$ cat src/sv/bfrs_pkg.sv
// Shared types, codes and the per-byte run finder for the bitmap free-run search unit.
package bfrs_pkg;

  // Fixed widths of the transaction fields.
  localparam int OP_W    = 2;
  localparam int BIDX_W  = 12;
  localparam int BVAL_W  = 8;
  localparam int LEN_W   = 16;
  localparam int START_W = 15;
  localparam int CFG_W   = 16;
  // Byte pointer wide enough for any bit index below 2**16 plus one step past it.
  localparam int BP_W    = 14;
  // Cursor kept as a byte index; its bit index is always a multiple of eight.
  localparam int CUR_W   = START_W - 3;
  // Chain length and chain end widths.
  localparam int RC_W    = LEN_W + 1;
  localparam int END_W   = LEN_W + 2;

  typedef enum logic [OP_W-1:0] {
    OP_FIND  = 2'd0,
    OP_WRITE = 2'd1,
    OP_CLEAR = 2'd2
  } op_t;

  typedef enum logic [1:0] {
    ST_IDLE,
    ST_CLEAR,
    ST_SCAN,
    ST_OUT
  } state_t;

  // First run of clear bits inside one byte.
  typedef struct packed {
    logic [2:0] start;
    logic [3:0] count;
  } byte_run_t;

  // Result of folding one map byte into the chained run.
  typedef struct packed {
    logic             stop;
    logic [LEN_W-1:0] rs;
    logic [RC_W-1:0]  rc;
  } chain_t;

  // Find the lowest clear bit and count the unbroken run of clear bits from there, up to bit 7 at most.
  function automatic byte_run_t first_free_run(input logic [7:0] b);
    byte_run_t r;
    logic      found;
    logic      alive;
    r.start = 3'd0;
    r.count = 4'd0;
    found   = 1'b0;
    for (int j = 0; j < 8; j++) begin
      if (!found && !b[j]) begin
        found   = 1'b1;
        r.start = 3'(j);
      end
    end
    alive = found;
    for (int j = 0; j < 8; j++) begin
      if (3'(j) >= r.start) begin
        if (alive && !b[j]) begin
          r.count = r.count + 4'd1;
        end else begin
          alive = 1'b0;
        end
      end
    end
    return r;
  endfunction

endpackage

$ cat src/sv/bfrs_chain.sv
// Folds one map byte into the chained free run and decides whether the pass stops.
module bfrs_chain
  import bfrs_pkg::*;
(
  input  logic [BVAL_W-1:0] byte_val,
  input  logic [RC_W-1:0]   bit_idx,
  input  logic [LEN_W-1:0]  rs,
  input  logic [RC_W-1:0]   rc,
  input  logic [LEN_W-1:0]  want,
  output chain_t            step
);

  byte_run_t        run;
  logic [END_W-1:0] s;
  logic [END_W-1:0] chain_end;
  logic [RC_W-1:0]  rc_sum;
  logic             brk;
  logic             hit;

  // Run inside this byte, and where it lands in the map.
  always_comb begin
    run       = first_free_run(byte_val);
    s         = END_W'(bit_idx) + END_W'(run.start);
    chain_end = END_W'(rs) + END_W'(rc);
  end

  // A chain breaks when the byte has no free bit or its run is not adjacent.
  always_comb begin
    brk    = (rc != '0) && ((run.count == 4'd0) || (s != chain_end));
    rc_sum = (rc == '0) ? RC_W'(run.count) : rc + RC_W'(run.count);
    hit    = !brk && (run.count != 4'd0) && (rc_sum >= RC_W'(want));
    step.stop = brk || hit;
    step.rs   = rs;
    step.rc   = rc;
    if (!brk && (run.count != 4'd0)) begin
      step.rc = rc_sum;
      if (rc == '0) begin
        step.rs = s[LEN_W-1:0];
      end
    end
  end

endmodule

$ cat config.mk
export PLATFORM = sky130hd
export DESIGN_NAME = bfrs_chain
export DESIGN_NICKNAME = d
export VERILOG_FILES = /design/src/sv/bfrs_pkg.sv /design/src/sv/bfrs_chain.sv
export SDC_FILE = /design/constraint.sdc
export NUM_CORES = 1
export LEC_CHECK = 0
export BUFFER_PORTS_ARGS = -buffer_cell sky130_fd_sc_hd__buf_4
export CORE_MARGIN = 2
export CORE_UTILIZATION = 40
export DETAILED_ROUTE_END_ITERATION = 10
export GPL_TIMING_DRIVEN = 0
export PLACE_DENSITY = 0.69
export SLEW_MARGIN = 20
export SYNTH_ARGS = -nofsm -noshare
export SYNTH_HDL_FRONTEND = slang
export SYNTH_SLANG_ARGS = --single-unit
$ cat constraint.sdc
create_clock -name vclk -period 38.1
set_clock_uncertainty 0.05 [all_clocks]
set_input_delay 11.43 -clock vclk [all_inputs]
set_output_delay 11.43 -clock vclk [all_outputs]
set_load 0.02 [all_outputs]
==> run_results.csv, run 1 <==
group,metric,value,unit
floorplanning,io_pins,108,
cells_and_area,area_delta_synth_final,22.9,%
worst_setup_path,cp_slowest_cell,"ha_1",
timing,worst_slew_pin_slew,0.702,ns
timing,fin_crit_sh,0.824,
clock_tree,hold_buffers,0,
worst_hold_path,min_from,"rs[12]",
synthesis,netlist_instances,568,
worst_setup_path,crit_family,"simple AND/OR/NAND/NOR gates",
cells_and_area,register_area,0,um2
route,totalWireLength,13.8,mm
route,detail-route-antenna-nets,0,
worst_setup_path,critPathBufInv,6,
timing,max_freq,31.9,MHz
clock_tree,post_cts_buffers,0,
synthesis,syn_avg_cell_area,7.32,um2
global_route,overflow,0,
timing,setup_violations,0,
worst_setup_path,cpPeakStageDelay,0.38,ns
worst_setup_path,critical_path_required,26.62,ns
synthesis,yosysTopAreaCell,"ha_1",
global_route,grt_start_max_net_pins,11,
route,vias,4735,
clock_tree,cts.repair.resized,0,
timing,hold_slack,23.15,ns
floorplanning,dieWidth,106,um
floorplanning,num_rows,37,
timing,rsz0062_at_grt,"no",
synthesis,synth_top_family_by_area,"compound AO/OA/AOI/OAI gates",
synthesis,synth_fa_ha_area_frac,0.153,
placement,port_buffers,104,
cells_and_area,clock_buffers,0,
pwr,p_per_area,15.5,nW/um2
global_route,antenna_found_initial,0,
cells_and_area,layout-drive-gt1-share,0.229,
synthesis,synth_mux_area_frac,0.0520,
route,drc,0,
cells_and_area,nNetsFinal,797,
timing,fin_ws,6.71,ns
route,dr.pass1.iters,5,
run,cap_violations,0,
pwr,power,79.4,uW
worst_setup_path,criticalPathCategory,"in2out",
worst_hold_path,hp-class,"in2out",
outcome,status,"finished clean",
synthesis,yosysTopAreaCellShare,0.138,
synthesis,synthTopCellsByArea,"ha_1 (14%), xnor2_1 (8.8%), xor2_1 (4.6%), a21oi_1 (4.1%), o21ai_0 (3.9%)",
route,drt_iter0_markers,283,
placement,hpwl,11.7,mm
cells_and_area,nFlopsAndLatches,0,
worst_setup_path,path_max_fanout,10,
route,wl_per_cell,17.1,um
synthesis,ys_seq_area_frac,0,
synthesis,synth_cell_types,81,
synthesis,synth-compound-area-share,0.303,
worst_setup_path,cp_data_arrival_time,19.91,ns
floorplanning,core-area,10200,um2
global_route,grt_first_pass_wirelength,21.9,mm
pwr,p_leak,2.32,nW
placement,place_ws,6.72,ns
cells_and_area,final_util,0.499,
floorplanning,dieArea,11200,um2
route,drt-vias-per-instance,5.86,
worst_setup_path,cp_common_cell,"ha_1",
floorplanning,die_h,106,um
timing,report.final.slew_viol_count,0,
worst_setup_path,setup.worst_path.start,"byte_val[1]",
worst_setup_path,startpoint_type,"input port",
cells_and_area,antenna_cells,0,
synthesis,synthesis.area,4160,um2
synthesis,synth_xor_area_frac,0.171,
timing,fin_crit,31.39,ns
synthesis,yosysWarnings,0,
floorplanning,start_util,0.407,
timing,relSlewSlack,0.532,
placement,gp_congestion,0.987,
timing,timing.setup.tns,0,ns
synthesis,synth-simple-area-share,0.258,
pwr,peakVddDrop,0.00666,mV
global_route,grt_usage,0.238,
synthesis,syn_nets,691,
global_route,grt_pass1_vias,4466,
worst_setup_path,cp-end-kind,"output port",
timing,final_hold_viol_count,0,
==> per-layer routing <==
layer / GRT usage / up-vias / share of wire
met4: 0.0423 / 0 / 0.017
met3: 0.0215 / 19 / 0.069
met5: 0 / - / 0
met1: 0.346 / 2179 / 0.47
met2: 0.386 / 205 / 0.44
li1: - / 2332 / -
==> power by group <==
group / switching [mW] / total [mW] / internal (mW) / leakage, nW
logic: 0.0439 / 0.0794 / 0.0355 / 2.32
registers: 0 / 0 / 0 / 0
clock network: 0 / 0 / 0 / 0
total: 0.0439 / 0.0794 / 0.0355 / 2.32
==> synth_stat cells, types with 5 or more instances <==
| cell | count |
|---|---|
| ha_1 | 46 |
| inv_1 | 42 |
| xnor2_1 | 42 |
| nor2_1 | 37 |
| nand2_1 | 36 |
| a21oi_1 | 34 |
| o21ai_0 | 32 |
| xor2_1 | 22 |
| nand3_1 | 15 |
| nor2b_1 | 14 |
| o21a_1 | 13 |
| nand2b_1 | 12 |
| nand4_1 | 12 |
| and3_1 | 11 |
| a21o_1 | 10 |
| and2_1 | 10 |
| buf_2 | 10 |
| mux2_2 | 9 |
| nor4_1 | 9 |
| o211ai_1 | 8 |
| o21ai_1 | 8 |
| and4_1 | 7 |
| mux2i_1 | 7 |
| o2111ai_1 | 7 |
| xnor3_1 | 6 |
| a22oi_1 | 5 |
| a31oi_1 | 5 |
==> worst min-delay path: stages <==
cell,delay (ns)
buf_4,0.09
mux2_4,0.13
buf_4,0.13
==> final cells by class <==
type | count | area, um2
inverter | 44 | 165
fill | 1037 | 5120
multi-input combinational | 507 | 3890
tap | 136 | 170
buffer | 17 | 98.8
timing repair buffer | 104 | 781
==> per-stage QoR <==
stage               cells  area [um2]
floorplan             568        4160
global placement      808        5110
detailed placement    808        5110
CTS                   808        5110
global route          808        5110
finish                808        5110
==> cells by family after synthesis <==
group / after synthesis
AO/OA/AOI/OAI: 175
XOR/XNOR: 71
adder cells (fa/ha/maj): 49
buffers and inverters: 61
multiplexers: 19
AND/OR/NAND/NOR: 193
==> cells in the final DEF (no fill, tap or decap), types with 6 or more instances in the layout <==
cell type,instances
o21ai_0,32
and2_1,10
buf_2,10
o21a_1,13
nor2_1,37
o211ai_1,8
nand2_1,36
xor2_1,22
a21oi_1,34
nor4_1,9
nand3_1,15
buf_4,105
xnor2_1,42
mux2_2,9
xnor3_1,6
o2111ai_1,7
inv_1,42
ha_1,46
and3_1,11
nor2b_1,14
mux2i_1,7
nand4_1,12
nand2b_1,12
a21o_1,10
and4_1,7
o21ai_1,8
==> worst paths after layout <==
path	endpoint	slack (ns)	depth (start not counted)
setup / recovery	step[33]	6.71	44
hold / removal	step[29]	23.15	3
(Power assumes the default switching activity.)
==> run 2: changes to the inputs <==
--- a/config.mk
+++ b/config.mk
@@ -10,7 +10,7 @@
 export CORE_UTILIZATION = 40
 export DETAILED_ROUTE_END_ITERATION = 10
 export GPL_TIMING_DRIVEN = 0
-export PLACE_DENSITY = 0.69
+export PLACE_DENSITY = 0.72
 export SLEW_MARGIN = 20
 export SYNTH_ARGS = -nofsm -noshare
 export SYNTH_HDL_FRONTEND = slang
==> constraint.sdc (replaced) <==
create_clock -name vclk -period 27.3
set_clock_uncertainty 0.05 [all_clocks]
set_input_delay 8.19 -clock vclk [all_inputs]
set_output_delay 8.19 -clock vclk [all_outputs]
set_load 0.02 [all_outputs]
==> run_results.csv, run 2 (synthesis gave the netlist of run 1 again) <==
group,metric,value,unit
timing,report.final.slew_viol_count,0,
worst_setup_path,criticalPathCategory,"in2out",
worst_setup_path,startpoint_type,"input port",
timing,fin_ws,2.40,ns
cells_and_area,layout-drive-gt1-share,0.229,
cells_and_area,nNetsFinal,797,
floorplanning,io_pins,108,
placement,place_area,5110,um2
outcome,status,"finished clean",
cells_and_area,final_cell_mix,"buf_4 (105), ha_1 (46), inv_1 (42), xnor2_1 (42), nor2_1 (37)",
worst_setup_path,cp_data_arrival_time,16.66,ns
global_route,overflow,0,
placement,port_buffers,104,
cells_and_area,clock_buffers,0,
route,totalWireLength,13.4,mm
worst_setup_path,cp_slowest_cell,"nor4_1",
route,drt_iter0_markers,331,
worst_setup_path,setup.worst_path.start,"byte_val[1]",
worst_setup_path,cpPeakStageDelay,0.38,ns
timing,hold_slack,16.67,ns
clock_tree,post_cts_buffers,0,
timing,max_freq,40.2,MHz
pwr,power,110,uW
global_route,met3_usage,0.0141,
cells_and_area,register_area,0,um2
pwr,peakVddDrop,0.00880,mV
global_route,busiest_layer,"met2",
cells_and_area,final_util,0.499,
route,drt-vias-per-instance,5.80,
floorplanning,dieWidth,106,um
floorplanning,start_util,0.407,
cells_and_area,fin_area,5110,um2
global_route,antenna_found_initial,0,
cells_and_area,fin_cells,808,
worst_setup_path,cp_common_cell,"ha_1",
global_route,grt_usage,0.232,
cells_and_area,antenna_cells,0,
timing,rsz0062_at_grt,"no",
pwr,p_leak,2.32,nW
global_route,use_met1,0.339,
worst_setup_path,path_max_fanout,10,
timing,final_hold_viol_count,0,
global_route,global_route.usage.met2,0.383,
global_route,grt_start_max_net_pins,11,
placement,dpl.cell_count,808,
run,cap_violations,0,
worst_hold_path,hp-class,"in2out",
route,vias,4689,
global_route,grt_first_pass_wirelength,21.8,mm
route,wl_per_cell,16.6,um
floorplanning,dieArea,11200,um2
route,drc,0,
floorplanning,core-area,10200,um2
pwr,p_per_area,21.6,nW/um2
clock_tree,hold_buffers,0,
worst_setup_path,cp-end-kind,"output port",
timing,timing.setup.tns,0,ns
route,detail-route-antenna-nets,0,
floorplanning,num_rows,37,
timing,setup_violations,0,
cells_and_area,final_common_cell,"buf_4",
timing,worst_slew_pin_slew,0.619,ns
clock_tree,cts.repair.resized,0,
route,dr.pass1.iters,5,
timing,fin_crit,24.90,ns
placement,gp_congestion,0.931,
global_route,grt_pass1_vias,4523,
placement,hpwl,11.5,mm
worst_hold_path,min_from,"rs[10]",
timing,fin_crit_sh,0.912,
timing,relSlewSlack,0.584,
cells_and_area,nFlopsAndLatches,0,
floorplanning,die_h,106,um
placement,place_ws,2.46,ns
cells_and_area,area_delta_synth_final,22.9,%
worst_setup_path,critical_path_required,19.06,ns
[run 2: metal layers]
| metal | vias up | wire (um) |
|---|---|---|
| met4 | 0 | 216 |
| met2 | 165 | 5910 |
| li1 | 2337 | - |
| met5 | - | 0 |
| met1 | 2171 | 6490 |
| met3 | 16 | 824 |
[run 2: path summary, 6_finish.rpt]
| kind | endpoint | slack [ns] | cells after the start |
|---|---|---|---|
| hold / removal | step[27] | 16.67 | 3 |
| setup / recovery | step[33] | 2.40 | 43 |
[run 2: area by class of cell]
class	instances	area (um2)
Inverter	44	165
Timing Repair Buffer	104	781
Tap cell	136	170
Buffer	17	98.8
Fill cell	1061	5120
Multi-Input combinational cell	507	3890
[run 2: power by group]
group	internal [mW]	total, mW	switching (mW)
clock	0	0	0
sequential	0	0	0
combinational	0.0497	0.110	0.0605
total	0.0497	0.110	0.0605
[run 2: critical path: cells and delay by family]
kind                       cells  cell delay (ns)
adders and majority gates      7             2.01
xor gates and xnor gates       3             0.78
muxes                          1             0.21
and+or+nand+nor               19             3.59
AOI/OAI and AO/OA              7             1.23
buffers and inverters          6             0.65
